**src/svm_pkg.sv**
```systemverilog
package svm_pkg;

	typedef enum logic [5:0] {
		OP_LEA = 6'd0, OP_IMM = 6'd1, OP_JMP = 6'd2, OP_CALL = 6'd3, OP_JZ = 6'd4,
		OP_JNZ = 6'd5, OP_ENT = 6'd6, OP_ADJ = 6'd7, OP_LEV = 6'd8, OP_LI = 6'd9,
		OP_LC = 6'd10, OP_SI = 6'd11, OP_SC = 6'd12, OP_PUSH = 6'd13, OP_OR = 6'd14,
		OP_XOR = 6'd15, OP_AND = 6'd16, OP_EQ = 6'd17, OP_NE = 6'd18, OP_LT = 6'd19,
		OP_GT = 6'd20, OP_LE = 6'd21, OP_GE = 6'd22, OP_SHL = 6'd23, OP_SHR = 6'd24,
		OP_ADD = 6'd25, OP_SUB = 6'd26, OP_MUL = 6'd27, OP_DIV = 6'd28, OP_MOD = 6'd29,
		OP_EXIT = 6'd37
	} opcode_t;

	localparam logic [2:0] ST_OK = 3'd0;
	localparam logic [2:0] ST_EXIT = 3'd1;
	localparam logic [2:0] ST_UNSUP = 3'd2;
	localparam logic [2:0] ST_DIV0 = 3'd3;
	localparam logic [2:0] ST_ADDR = 3'd4;

	typedef struct packed {
		logic [5:0] operation;
		logic signed [63:0] operand;
	} svm_in_t;

	typedef struct packed {
		logic [11:0] next_pc;
		logic signed [63:0] acc_value;
		logic [2:0] status;
		logic signed [63:0] exit_value;
	} svm_out_t;

	typedef struct packed {
		logic start;
		logic negate_q;
		logic negate_r;
		logic [63:0] dividend;
		logic [63:0] divisor;
	} svm_div_req_t;

	typedef enum logic [3:0] {
		S_IDLE, S_CLEAR, S_RD1, S_EXEC1, S_RD2, S_EXEC2, S_WR, S_DIV, S_DONE
	} state_t;

endpackage

```
**src/svm_divider.sv**
```systemverilog
module svm_divider
	import svm_pkg::*;
(
	input logic clk,
	input logic arst_n,
	input svm_div_req_t req,
	output logic done,
	output logic [63:0] quotient,
	output logic [63:0] remainder
);

	logic [63:0] quo_q;
	logic [63:0] rem_q;
	logic [63:0] dvs_q;
	logic [6:0] cnt_q;
	logic busy_q;
	logic done_q;
	logic nq_q;
	logic nr_q;
	logic [64:0] trial;
	logic [63:0] rem_sh;

	assign rem_sh = {rem_q[62:0], quo_q[63]};
	assign trial = {1'b0, rem_sh} - {1'b0, dvs_q};

	always_ff @(posedge clk or negedge arst_n) begin
		if (!arst_n) begin
			busy_q <= 1'b0;
			done_q <= 1'b0;
			cnt_q <= '0;
		end else begin
			done_q <= 1'b0;
			if (req.start) begin
				busy_q <= 1'b1;
				cnt_q <= 7'd64;
			end else if (busy_q) begin
				cnt_q <= cnt_q - 7'd1;
				if (cnt_q == 7'd1) begin
					busy_q <= 1'b0;
					done_q <= 1'b1;
				end
			end
		end
	end

	always_ff @(posedge clk) begin
		if (req.start) begin
			quo_q <= req.dividend;
			rem_q <= '0;
			dvs_q <= req.divisor;
			nq_q <= req.negate_q;
			nr_q <= req.negate_r;
		end else if (busy_q) begin
			if (!trial[64]) begin
				rem_q <= trial[63:0];
				quo_q <= {quo_q[62:0], 1'b1};
			end else begin
				rem_q <= rem_sh;
				quo_q <= {quo_q[62:0], 1'b0};
			end
		end
	end

	assign done = done_q;
	assign quotient = nq_q ? (~quo_q + 64'd1) : quo_q;
	assign remainder = nr_q ? (~rem_q + 64'd1) : rem_q;

endmodule

```
**config.mk**
```make
export PLATFORM = sky130hd
export DESIGN_NAME = svm_divider
export DESIGN_NICKNAME = d
export VERILOG_FILES = /design/src/svm_pkg.sv /design/src/svm_divider.sv
export SDC_FILE = /design/constraint.sdc
export NUM_CORES = 1
export LEC_CHECK = 0
export CAP_MARGIN = 20
export CORE_UTILIZATION = 35
export CTS_CLUSTER_DIAMETER = 50
export DETAILED_ROUTE_END_ITERATION = 7
export DONT_BUFFER_PORTS = 1
export GPL_TIMING_DRIVEN = 0
export PLACE_DENSITY_LB_ADDON = 0.15
export SETUP_SLACK_MARGIN = 0.1
export SYNTH_ARGS = -nofsm -noshare
export SYNTH_HDL_FRONTEND = slang
export SYNTH_SLANG_ARGS = --single-unit
```
**constraint.sdc**
```tcl
create_clock -name clk -period 8.3 [get_ports clk]
set_input_delay 0.83 -clock clk [delete_from_list [all_inputs] [get_ports clk]]
set_output_delay 0.83 -clock clk [all_outputs]
set_load 0.02 [all_outputs]
```
# Word-level counts from Yosys, hierarchy flattened
# Cells that the tools add are included.
# W data, S select, Z words.
[classes]
addsub = 4
eq_ne = 1
muxes = 14
bitwise_logic = 2
n_reduce_logical = 1
[ops]
columns = ["cell", "n"]
rows = [
  ["$mux W64", 5],
  ["$add A64 B1 Y64 const B", 2],
  ["$not A64 Y64", 2],
  ["$sub A64 B64 Y65", 1],
  ["$mux W7", 2],
  ["$eq A7 B1 Y1 const B", 1],
  ["$mux W1", 7],
  ["$sub A7 B1 Y7 const B", 1],
  ["$reduce_bool A2 Y1", 1],
]
[word_totals]
regBits = 203
in_bits = 133
output_inout_bits = 129
elab_cells = 30

# Longest topological paths before layout
# Gate-level depths: netlist of the first run.
[logic_depth]
word_depth = 4
depth_mapped = 16

# Worst setup path after synthesis of the first run
# OpenSTA, ideal clock, no wires.
[synth_timing]
path_type = "register to output"
from = "reg quo_q[15]"
to = "out quotient[61]"
arrival_time_ns = 3.771
required_time_ns = 7.470
slack_ns = 3.699
stages_incl_launch_ff = 13
n_path_buf = 1
path_cell_list = "edfxtp_1 or4_4 or3_4 or4_4 or2_4 or2_1 buf_6 or3_4 or4_4 nor2_4 nand2_4 o31ai_4 xnor2_1"
[synth_via]
elab_chain_cells = 3
[synth_lines]
columns = ["element", "line_no", "text"]
rows = [
  ["from (decl)", "svm_divider.sv:12", "logic [63:0] quo_q;"],
  ["from (signal assigned)", "svm_divider.sv:48", "quo_q <= req.dividend;"],
  ["from (signal assigned)", "svm_divider.sv:56", "quo_q <= {quo_q[62:0], 1'b1};"],
  ["from (signal assigned)", "svm_divider.sv:59", "quo_q <= {quo_q[62:0], 1'b0};"],
  ["$not A64 Y64", "svm_divider.sv:65", "assign quotient = nq_q ? (~quo_q + 64'd1) : quo_q;"],
  ["$add A64 B1 Y64", "svm_divider.sv:65", ""],
  ["$mux W64", "svm_divider.sv:65", ""],
  ["to (decl)", "svm_divider.sv:8", "output logic [63:0] quotient,"],
]
# No other way between the ends.

# Final worst setup path of the first run
[layout_timing]
from = "reg rem_q[14]"
to = "out remainder[52]"
[layout_via]
elab_chain_cells = 3
[layout_lines]
columns = ["element", "line_no", "text"]
rows = [
  ["from (decl)", "svm_divider.sv:13", "logic [63:0] rem_q;"],
  ["from (signal assigned)", "svm_divider.sv:55", "rem_q <= trial[63:0];"],
  ["from (signal assigned)", "svm_divider.sv:58", "rem_q <= rem_sh;"],
  ["$not A64 Y64", "svm_divider.sv:66", "assign remainder = nr_q ? (~rem_q + 64'd1) : rem_q;"],
  ["$add A64 B1 Y64", "svm_divider.sv:66", ""],
  ["$mux W64", "svm_divider.sv:66", ""],
  ["to (decl)", "svm_divider.sv:9", "output logic [63:0] remainder"],
]
# No other way between the ends.

==> run summary, run 1 <==
The initialized floorplan defines 74 standard-cell rows. By count the netlist is led by sky130_fd_sc_hd__xnor2_1 (153), sky130_fd_sc_hd__nand2_1 (143), sky130_fd_sc_hd__nor2_1 (139), sky130_fd_sc_hd__edfxtp_1 (130), sky130_fd_sc_hd__o21ai_0 (121). In the post-synthesis netlist, the biggest area contributors are sky130_fd_sc_hd__edfxtp_1 (27%), sky130_fd_sc_hd__xnor2_1 (9.2%), sky130_fd_sc_hd__dfxtp_1 (8.8%). The number of cells on the worst hold path is 0. The worst setup skew after layout came out at 23.90 ps. The sequential fraction of the synthesis area came out at 37.20%. The post-route netlist has 9.327% of its cells at a drive strength greater than 1. The most common cell in the netlist is sky130_fd_sc_hd__xnor2_1. After detailed routing, the average wire length per cell comes to 21.40 µm. The number of top-level design ports came out at 262.

For this run, design rule violations remaining after detail routing come to 0. The number of placed instances with taps included is 2,161. The final layout contains routed wiring with a total length of 47.70 mm. After clock tree synthesis, the repair step resized 0 gates. The initial antenna violation count is 4. The net count reported at finish came out at 1,869. Max-cap violations in this run came to 0. The net switching fraction of the power came out at 42.51%. Of all nets on the critical path, the largest fanout is 8.

The minimum clock period after layout is 5532 ps. The accumulated negative setup slack came out at 0 ps. The source-to-sink clock delay at the later pin of the worst-skew pair came out at 540 ps. The worst-case IR drop observed on VDD is 0.1639 mV. In this run the clock root is driven by a sky130_fd_sc_hd__clkbuf_16. At the worst endpoint, the required time is 7470 ps. The count of flip-flops with a built-in enable after synthesis is 130. The area growth from synthesis to layout is 12.68%. The number of register bits inferred by synthesis is 203.

The category of the worst setup path capture point is a primary output. The die outline height is 205.9 µm. The largest total area in the synthesized netlist belongs to sky130_fd_sc_hd__edfxtp_1. At the placement stage, the worst setup path has a slack of 3373 ps. The flow ran to the end, and the final reports show no timing, DRC or antenna violations. In this run the tool buffered the top-level ports with 0 buffer cells.

The share of flip-flops with an asynchronous set or reset after synthesis came out at 4.433%. The length of the first detailed-routing pass in iterations is 7. The CTS buffer count came out at 35. The buffers inserted during post-CTS setup optimization came out at 0.

The area share of the largest cell type after synthesis came out at 26.84%. The die footprint came out at 42,380 µm². The number of global-route vias before repair came out at 11,860. The post-detailed-placement half-perimeter wirelength is 36.75 mm.

Setup violations remaining at the end of the flow were counted as 0. The clock input transition at the sequential cells of the worst setup and hold paths came out at 60 ps. The headroom to the max-slew limit is 34.48%. The wire length of the first global-routing pass is 71.14 mm. The hold-fix buffer count after cts came out at 1. Once the floorplan was initialized, standard cells occupied 35.54% of the core. The number of design-rule violations left by the first detailed-router iteration came out at 939.

The overall via count from detail_route is 12,410. The number of levels in the clock H-tree came out at 2. The static leakage came out at 6.442 nW. The total count of hold-check failures in the final report is 0. The mean cell area of the mapped netlist is 8.934 µm².

Global routing used 22.23% of the available tracks across all layers. In this run the worst hold path is classified as in2reg. The clock drives 203 sinks. The pin slew with the least headroom to its limit is 972.5 ps. The total overflow left after global routing is 0. The number of fill cells in the layout is 4,141.

The post-synthesis cell type count is 78. The final worst setup slack is 2768 ps. At the worst endpoint, the arrival time is 4700 ps. For this run, the top clock speed supported by timing is 0.1808 GHz.

Synthesis produced a netlist whose cell count is 1,628. The worst setup path is of the reg2out kind. The clock passes through at most 3 buffers. The worst setup path is launched from a register. TritonCTS built the clock tree. The net load switching power is 1.964 mW.

The clock power share is 31.2%. The final antenna-violating net count is 0. Total power for the finished layout comes to 4.620 mW. The area of the core came out at 40,920 µm². The horizontal extent of the die is 205.9 µm.

The part of the total power dissipated in combinational logic is 39.4%. The count of synthesis-stage warnings from yosys is 0. In this run the cell area of the synthesized design comes to 14,550 µm². Once layout is complete, the cells apart from fillers number 2,229. Setup repair after global routing left no endpoint under its margin. The via density per instance is 5.569. The max-slew violation total from the final report came out at 0. The power per standard cell area is 281.9 nW/µm². The final critical-path share of the clock period is 66.65%. In this run, flip-flops and latches consume 29.4% of the power. Among all flip-flop cells after synthesis, the most frequent one is sky130_fd_sc_hd__edfxtp_1. Synthesis produced a netlist with a net count of 1,830. The congestion estimate from routability-driven global placement came to 0.9028.

The total internal power came out at 2.656 mW. The worst reg2reg path depth is 14. The maximum number of pins on one net before global-route repair is 69.
==> critical path: stages (launching register included) <==
cell and delay [ps]:
sky130_fd_sc_hd__dfxtp_1 400, sky130_fd_sc_hd__or4_1 600, sky130_fd_sc_hd__or3_1 360, sky130_fd_sc_hd__or3_1 350
sky130_fd_sc_hd__nor4_2 310, sky130_fd_sc_hd__nand3_1 350, sky130_fd_sc_hd__or3_1 450, sky130_fd_sc_hd__or4_1 450
sky130_fd_sc_hd__o21ai_1 350, sky130_fd_sc_hd__nand2_1 110, sky130_fd_sc_hd__xor2_1 430
==> cells by family after synthesis <==
group                      count (synthesis)  synth area share [%]
DFF                                      203                 37.20
xor gates and xnor gates                 185                 11.14
and+or+nand+nor                          460                 15.25
adders and majority gates                 69                 5.987
buffers and inverters                    182                 4.938
muxes                                     71                 5.454
AOI/OAI and AO/OA                        458                 20.03
==> registers in the layout, indices dropped and copies added (netlist names) <==
register and cells:
busy_q 1, cnt_q 7, done 1, dvs_q 64, nq_q 1, nr_q 1
quo_q 64, rem_q 64
==> stage by stage <==
stage	area (µm²)	util (%)	hold WS [ps]
2_1_floorplan	14550	-	478.4
3_3_place_gp	15210	37.17	499.2
3_5_place_dp	15230	37.22	504.8
4_1_cts	16380	40.03	349.3
5_1_grt	16380	40.04	357.8
6_report	16390	40.05	384.7
==> power by group through the flow <==
stage / sequential (mW) / clock, mW / combinational (mW)
global route: 1.38 / 1.51 / 1.97
floorplan: 1.32 / 0 / 1.44
CTS: 1.36 / 1.48 / 1.81
global placement: 1.37 / 0 / 1.80
detailed placement: 1.38 / 0 / 1.80
finish: 1.36 / 1.44 / 1.82
==> placed cells by master (no fill, tap or decap), types with 11 or more instances in the layout <==
| cell type | synthesis | routed |
|---|---|---|
| sky130_fd_sc_hd__dfxtp_1 | 64 | 64 |
| sky130_fd_sc_hd__nor3_1 | 20 | 20 |
| sky130_fd_sc_hd__nand3_1 | 25 | 25 |
| sky130_fd_sc_hd__clkbuf_16 | 0 | 35 |
| sky130_fd_sc_hd__a21o_1 | 42 | 42 |
| sky130_fd_sc_hd__o41ai_1 | 12 | 12 |
| sky130_fd_sc_hd__clkbuf_1 | 80 | 86 |
| sky130_fd_sc_hd__o211ai_1 | 16 | 16 |
| sky130_fd_sc_hd__o31ai_1 | 41 | 41 |
| sky130_fd_sc_hd__xor2_1 | 32 | 32 |
| sky130_fd_sc_hd__inv_1 | 90 | 89 |
| sky130_fd_sc_hd__edfxtp_1 | 130 | 130 |
| sky130_fd_sc_hd__ha_1 | 68 | 68 |
| sky130_fd_sc_hd__nor2_1 | 139 | 139 |
| sky130_fd_sc_hd__or3_1 | 22 | 22 |
| sky130_fd_sc_hd__nand4_1 | 21 | 21 |
| sky130_fd_sc_hd__xnor2_1 | 153 | 153 |
| sky130_fd_sc_hd__a31oi_1 | 11 | 11 |
| sky130_fd_sc_hd__nand2b_1 | 21 | 21 |
| sky130_fd_sc_hd__o21ai_0 | 121 | 121 |
| sky130_fd_sc_hd__or4_1 | 12 | 12 |
| sky130_fd_sc_hd__mux2_2 | 66 | 66 |
| sky130_fd_sc_hd__a211oi_1 | 27 | 27 |
| sky130_fd_sc_hd__a21oi_1 | 120 | 120 |
| sky130_fd_sc_hd__nand2_1 | 143 | 143 |
==> worst paths after layout <==
check | end | slack [ps] | start
worst max-delay path | remainder[52] | 2770 | rem_q[14]
worst min register to register | cnt_q[6] | 530 | cnt_q[6]
worst min-delay path | dvs_q[13] | 380 | req[13]
worst max register to register | rem_q[63] | 3610 | quo_q[63]
max in group asynchronous | cnt_q[2] | 7230 | arst_n
min in group asynchronous | cnt_q[0] | 700 | arst_n
==> layout make-up <==
type	count	area, µm²	area share (%)
Sequential cell	203	5410	33.01
Inverter	90	337.8	2.061
Multi-Input combinational cell	1243	8417	51.35
Clock inverter	22	235.2	1.435
Tap cell	532	665.6	4.061
Timing Repair Buffer	2	30.03	0.1832
Antenna cell	3	7.507	0.04580
Buffer	92	380.4	2.321
Clock buffer	42	905.9	5.527
==> layer usage <==
layer / part of all wire, % / wire length [µm] / GRT usage, %
met1: 44 / 21080 / 28.70
met2: 45 / 21280 / 34.92
met3: 7.1 / 3376 / 5.393
met4: 4.0 / 1928 / 10.27
met5: 0.061 / 29 / 0
Power figures use the tool's default switching activity.
==> run 2, diff against run 1 <==
==> constraint.sdc (replaced) <==
create_clock -name clk -period 4.9 [get_ports clk]
set_input_delay 0.49 -clock clk [delete_from_list [all_inputs] [get_ports clk]]
set_output_delay 0.49 -clock clk [all_outputs]
set_load 0.02 [all_outputs]
==> run summary, run 2 (same netlist as run 1, synthesis figures left out) <==
The run finished with clean final reports. The worst register-to-register path has a setup slack of 450 ps. The largest fanout on the critical path came out at 4. The floorplan step defined a die boundary enclosing 42,380 µm². The longest clock path from root to sink contains 3 buffers. The worst setup skew after layout came out at 19.91 ps. The post-route netlist has 12.19% of its cells at a drive strength greater than 1. The launching point of the worst reg2reg path is quo_q[63].

The register cell area after layout is 5411 µm². The worst reg2reg path depth is 16. Walking the worst path, the cells encountered are or4_4, or3_4, or4_4, or2_4, or2_1, buf_6, or3_4, or4_4, nor2_4, nand2_4, o31ai_4, xnor2_2.

The total number of clock tree sinks is 203. The power per standard cell area is 482.8 nW/µm². The overall via count from detail_route is 12,550.

The wire length per cell after detailed routing came out at 21.43 µm. The remaining design rule violation count is 0. The worst setup path is launched from a register.

The number of design-rule violations left by the first detailed-router iteration is 854. The net count of the finished layout is 1,890. The length of the first detailed-routing pass in iterations came out at 5. The global placer's final weighted congestion is 0.9028.

The net switching fraction of the power came out at 42.43%. Setup violations remaining at the end of the flow were counted as 0. The slowest stage of the critical path is the sky130_fd_sc_hd__or4_4 cell.

The number of core rows is 74. The number of global-route vias before repair is 11,940. The part of the total power dissipated in sequential elements came out at 28.4%. In the final layout, the registers with the most flip-flops are dvs_q (64), quo_q (64), rem_q (64). The number of max-capacitance violations reported came out at 0. Across every metal layer, demand over resource in global routing totals 22.41%. The area of the core is 40,920 µm². In the layout the commonest cells are sky130_fd_sc_hd__xnor2_1 (144), sky130_fd_sc_hd__nand2_1 (142), sky130_fd_sc_hd__nor2_1 (138). Setup repair after global routing could not meet its margin everywhere. The initial antenna violation count came out at 4.

The source-to-sink clock delay at the later pin of the worst-skew pair came out at 540 ps. The library cell used most frequently in the layout, excluding fill and tap cells, is sky130_fd_sc_hd__xnor2_1. The number of fill cells in the layout is 4,111. The die is 205.9 µm wide. STA puts the critical path data required time at 4410 ps. The number of cells on the worst hold path is 0. The final worst setup slack came out at 104.7 ps. The final instance area is 16,770 µm². The wire length of the first global-routing pass is 71.64 mm. The peak per-stage delay on the critical path came out at 540 ps. The total count of hold-check failures in the final report is 0. The pin slew with the least headroom to its limit came out at 975.7 ps. The end point of the most critical hold path is dvs_q[13]. The clock network accounts for 30.1% of the total power.

The count of input and output buffers is 0. The static leakage is 6.627 nW. The tree is rooted in a sky130_fd_sc_hd__clkbuf_16. The initial utilization of the core area, before any placement, comes to 35.54%. The part of the total power dissipated in combinational logic is 41.4%. The maximum clock rate is 0.2085 GHz. The startpoint identified for the worst hold timing path is req[13]. The category of the worst setup path capture point is a primary output.

The CTS buffer count is 35. Entering global routing, the biggest net connects 69 pins. The worst slack after detailed placement is 273.8 ps.

The number of top-level design ports is 262. After clock tree synthesis, the clock-pin slew on the worst setup and hold paths is 50 ps. The maximum VDD drop is 0.2780 mV. The path class of the tightest hold or removal check is in2reg. The final antenna-violating net count came out at 0.

The final critical-path share of the clock period is 97.86%. The die outline height is 205.9 µm. The total internal power is 4.661 mW. The worst register-to-register path ends at rem_q[36]. The most used cell along the critical path is sky130_fd_sc_hd__or4_4.

The area of combinational cells with multiple inputs came out at 8638 µm². The headroom to the max-slew limit came out at 34.26%. From synthesis to final layout, the design area changed by 15.29%. For this design the total switching power over the nets is 3.435 mW.

The minimum clock period after layout is 4795 ps. The critical setup path kind is reg2out. The post-detailed-placement cell area came out at 15,230 µm². The number of levels in the clock H-tree came out at 2. The via density per instance is 5.582.

The arrival time at the worst endpoint came out at 4310 ps. The sum of overflow across all layers after global routing came out at 0. The routed wire length is 48.20 mm.

The max-slew violation total from the final report is 0. The post-detailed-placement half-perimeter wirelength is 36.75 mm. TritonCTS built the clock tree.
==> run 2: changes by cell type in the layout (fill, tap and decap cells not counted), sizes merged <==
cell and change:
diode -1, buf +21
==> run 2: worst max path at each step <==
stage	start	endpoint	slack [ps]	cells past startpoint
floorplan	quo_q[15]	quotient[61]	640	12
global placement	quo_q[63]	rem_q[63]	260	14
detailed placement	quo_q[63]	rem_q[63]	270	14
CTS	quo_q[14]	quotient[61]	60	12
global route	quo_q[14]	quotient[61]	-40	12
finish	quo_q[14]	quotient[63]	100	12
==> run 2: critical path, delay by kind of cell (launching register included) <==
kind                      cells  cell delay [ps]
DFF                           1              410
AOI/OAI and AO/OA             1              220
xor gates and xnor gates      1              210
and+or+nand+nor               9             2810
buffers and inverters         1              120
==> run 2: cell type report <==
cell class	instances	area share [%]
multi-input combinational	1243	51.51
sequential	203	32.27
clock buffer	42	5.402
tap	532	3.969
buffer	92	2.283
inverter	90	2.014
clock inverter	22	1.403
timing repair buffer	23	1.119
antenna	2	0.02984
==> run 2: per-layer routing <==
| layer | share of wire (%) | global-route usage (%) |
|---|---|---|
| met5 | 0.060 | 0 |
| met4 | 4.1 | 10.43 |
| met3 | 7.4 | 5.408 |
| met2 | 45 | 35.28 |
| met1 | 44 | 28.84 |
==> run 2: power by group through the flow <==
stage / logic, mW / clock network [mW] / registers [mW]
after floorplan: 2.44 / 0 / 2.23
after global placement: 3.05 / 0 / 2.33
after detailed placement: 3.06 / 0 / 2.33
after CTS: 3.21 / 2.51 / 2.29
after global routing: 3.61 / 2.56 / 2.33
final: 3.35 / 2.44 / 2.30
==> run 2: metrics by stage <==
stage	hold slack (ps)	cells	power [mW]	TNS, ps	util (%)
final	45.10	2249	8.096	0	40.98
after global routing	17.76	2248	8.506	-55.22	40.97
after CTS	9.309	2241	8.010	0	40.57
after detailed placement	196.5	2161	5.386	0	37.22
after global placement	196.6	2160	5.379	0	37.17
after floorplan	194.4	1628	4.678	0	-
==> run 2: timing repair <==
| action | 4_1_cts | 5_1_grt |
|---|---|---|
| hold endpoints to repair | 9 | 0 |
| hold buffers | 1 | 0 |
| endpoints found under the setup margin | 20 | 58 |
| cloned | 0 | 0 |
| buffers inserted | 15 | 6 |
| pin swaps | 3 | 3 |
| resized for setup | 18 | 23 |
==> run 3, diff against run 2 <==
--- a/config.mk
+++ b/config.mk
@@ -6,7 +6,9 @@
 export NUM_CORES = 1
 export LEC_CHECK = 0
 export CAP_MARGIN = 20
+export CORE_ASPECT_RATIO = 1.4
 export CORE_UTILIZATION = 35
+export CTS_BUF_LIST = sky130_fd_sc_hd__clkbuf_4 sky130_fd_sc_hd__clkbuf_8
 export CTS_CLUSTER_DIAMETER = 50
 export DETAILED_ROUTE_END_ITERATION = 7
 export DONT_BUFFER_PORTS = 1
==> constraint.sdc (replaced) <==
create_clock -name clk -period 5 [get_ports clk]
set_input_delay 0.5 -clock clk [delete_from_list [all_inputs] [get_ports clk]]
set_output_delay 0.5 -clock clk [all_outputs]
set_load 0.02 [all_outputs]
==> run summary, run 3 (same netlist as run 1, synthesis figures left out) <==
The run finished with clean final reports. The number of global-route vias before repair came out at 12,540. The overall power is 7.430 mW.

The length of the first detailed-routing pass in iterations is 5. The count of input and output buffers is 0. The register cell area after layout came out at 5415 µm².

STA classifies the critical path startpoint as a register. The part of the total power dissipated in sequential elements came out at 30.4%. For this design the static power due to leakage is 6.727 nW. Wires add up to 49.82 mm.

Of the available clock period, the critical path in the final layout requires 98.37%. Power spread over the standard cell area amounts to 434.6 nW/µm². The total count of hold-check failures in the final report came out at 0. The end-of-flow core utilization is 41.63%. The number of fill cells in the layout is 4,159. The standard cell with the maximum stage delay on the critical path is sky130_fd_sc_hd__or4_4. The post-synthesis to final-layout area growth is 17.55%. The die outline height is 243.2 µm.

The overall global routing resource usage came out at 22.98%. The largest registers in the layout are dvs_q (64), quo_q (64), rem_q (64). The CTS buffer count is 38. The sum of overflow across all layers after global routing is 0. The overall via count from detail_route came out at 12,660.

The count of buffer and inverter cells on the critical path is 1. The area of combinational cells with multiple inputs came out at 8720 µm². In this run the core area contains 88 standard-cell rows.

The source-to-sink clock delay at the later pin of the worst-skew pair came out at 590 ps. The net count reported at finish came out at 1,951. The horizontal extent of the die is 174.3 µm.

Setup repair after global routing could not meet its margin everywhere. The critical path goes through or4_4, or3_4, or4_4, or2_4, or2_1, buf_6, or3_4, or4_4, nor2_4, nand2_4, o31ai_4, xnor2_2. In this run the worst path has a maximum fanout of 4. The final number of setup-violating endpoints is 0. The internal power of the cells totals 4.074 mW. The maximum clock rate is 0.2033 GHz. The clock power share is 22.7%. Hold is met by 32.90 ps. Using the TritonRoute via totals, the vias-per-cell ratio works out to 5.453. For this design, the sink count on the clock tree is 203. The worst setup path is captured at a primary output. The layout cell share with drive strength beyond 1 is 12.42%. In this run switching power makes up 45.17% of total power. Dividing the detail-routed wire length by the instance count gives 21.46 µm.

The worst min-delay path class is in2reg. The minimum clock period after layout came out at 4919 ps. The root buffer cell chosen for the clock tree is sky130_fd_sc_hd__clkbuf_8. The die footprint is 42,390 µm².

The global placer's final weighted congestion is 0.9099. The maximum VDD drop came out at 0.3040 mV. The peak per-stage delay on the critical path came out at 560 ps. The most common cell after layout, fill and taps aside is sky130_fd_sc_hd__xnor2_1. The pin slew with the least headroom to its limit came out at 1046 ps.

By instance count, the cell type seen most on the critical path is sky130_fd_sc_hd__or4_4. The top cell types in the final layout, fill and taps aside, are sky130_fd_sc_hd__xnor2_1 (145), sky130_fd_sc_hd__nand2_1 (139), sky130_fd_sc_hd__nor2_1 (137). The final antenna-violating net count came out at 0. TritonCTS built the clock tree.

The initial antenna violation count is 2. No sink is reached through more buffers than the 3 on the longest clock path. The critical path required time is 4500 ps. The arrival time at the worst endpoint came out at 4420 ps.

The wire length of the first global-routing pass is 74.82 mm. The remaining design rule violation count is 0. Combinational logic burns 46.9% of the power. The max-slew violation total from the final report came out at 0. The number of placed instances with taps included came out at 2,169. In this run the power spent charging and discharging nets is 3.356 mW. The worst setup skew after layout came out at 36.46 ps. The post-detailed-placement half-perimeter wirelength came out at 38.25 mm. Excluding fillers, the count of instances in the completed layout stands at 2,321.

Broken down by cell family, the worst path's largest delay share belongs to simple AND/OR/NAND/NOR gates. The number of top-level design ports came out at 262. The critical path in this run is classified as reg2out. The area of the core came out at 41,070 µm². The number of design-rule violations left by the first detailed-router iteration is 750. The headroom to the max-slew limit is 30.25%. The clock input transition at the sequential cells of the worst setup and hold paths is 70 ps. The effective utilization at floorplan came out at 35.42%. The number of levels in the clock H-tree came out at 2.

Across the run, the number of max-cap violations was 0. Entering global routing, the biggest net connects 69 pins.
==> run 3: cell types whose count changed in the layout (fill, tap and decap cells not counted), moves of 5 or more <==
cell	before	now
sky130_fd_sc_hd__clkbuf_16	35	0
sky130_fd_sc_hd__clkbuf_4	1	14
sky130_fd_sc_hd__clkbuf_1	84	79
sky130_fd_sc_hd__clkbuf_8	2	43
sky130_fd_sc_hd__buf_4	23	17
sky130_fd_sc_hd__dlygate4sd3_1	1	64
==> run 3: path summary, 6_finish.rpt <==
path	start	endpoint	slack (ps)	cells after the start
max in group asynchronous	arst_n	cnt_q[1]	4350	1
setup reg to reg	rem_q[5]	rem_q[32]	320	14
hold reg to reg	cnt_q[6]	cnt_q[6]	520	2
min in group asynchronous	arst_n	cnt_q[6]	300	1
hold / removal	req[37]	dvs_q[37]	30	0
setup / recovery	quo_q[15]	quotient[61]	80	12
==> run 3: final cells by class <==
class	count	share of cell area (%)
antenna	2	0.02927
buffer	92	2.232
clock buffer	55	3.915
clock inverter	15	0.6367
inverter	90	1.976
multi-input combinational	1243	51.00
sequential	203	31.67
tap	540	3.952
timing repair buffer	81	4.588
==> run 3: power groups by stage <==
stage | clock (mW) | sequential [mW] | combinational (mW)
2_1_floorplan | 0 | 2.19 | 2.39
3_3_place_gp | 0 | 2.28 | 3.11
3_5_place_dp | 0 | 2.28 | 3.12
4_1_cts | 1.75 | 2.25 | 3.40
5_1_grt | 1.81 | 2.28 | 3.72
6_report | 1.69 | 2.26 | 3.48
==> run 3: repair_timing <==
item | CTS | global route
hold buffers | 64 | 0
cloned | 0 | 0
endpoints found under the hold margin | 72 | 0
endpoints found under the setup margin | 30 | 47
pin swaps | 7 | 5
gates resized for setup | 35 | 20
setup buffers | 15 | 1
==> run 3: layer usage <==
metal | vias to the layer above | GRT usage [%] | routed length (µm)
li1 | 6130 | - | -
met5 | - | 0 | 0
met2 | 379 | 42.72 | 25670
met4 | 0 | 7.946 | 1781
met3 | 82 | 4.746 | 2944
met1 | 6066 | 25.53 | 19420
==> run 3: through the flow <==
step                cell area (µm²)  setup slack (ps)  setup TNS (ps)
finish                        17100             81.33               0
global route                  17100            -21.46          -33.60
CTS                           16990             38.90               0
detailed placement            15240            -50.20          -97.64
global placement              15220            -35.67          -68.69
floorplan                     14550             729.2               0
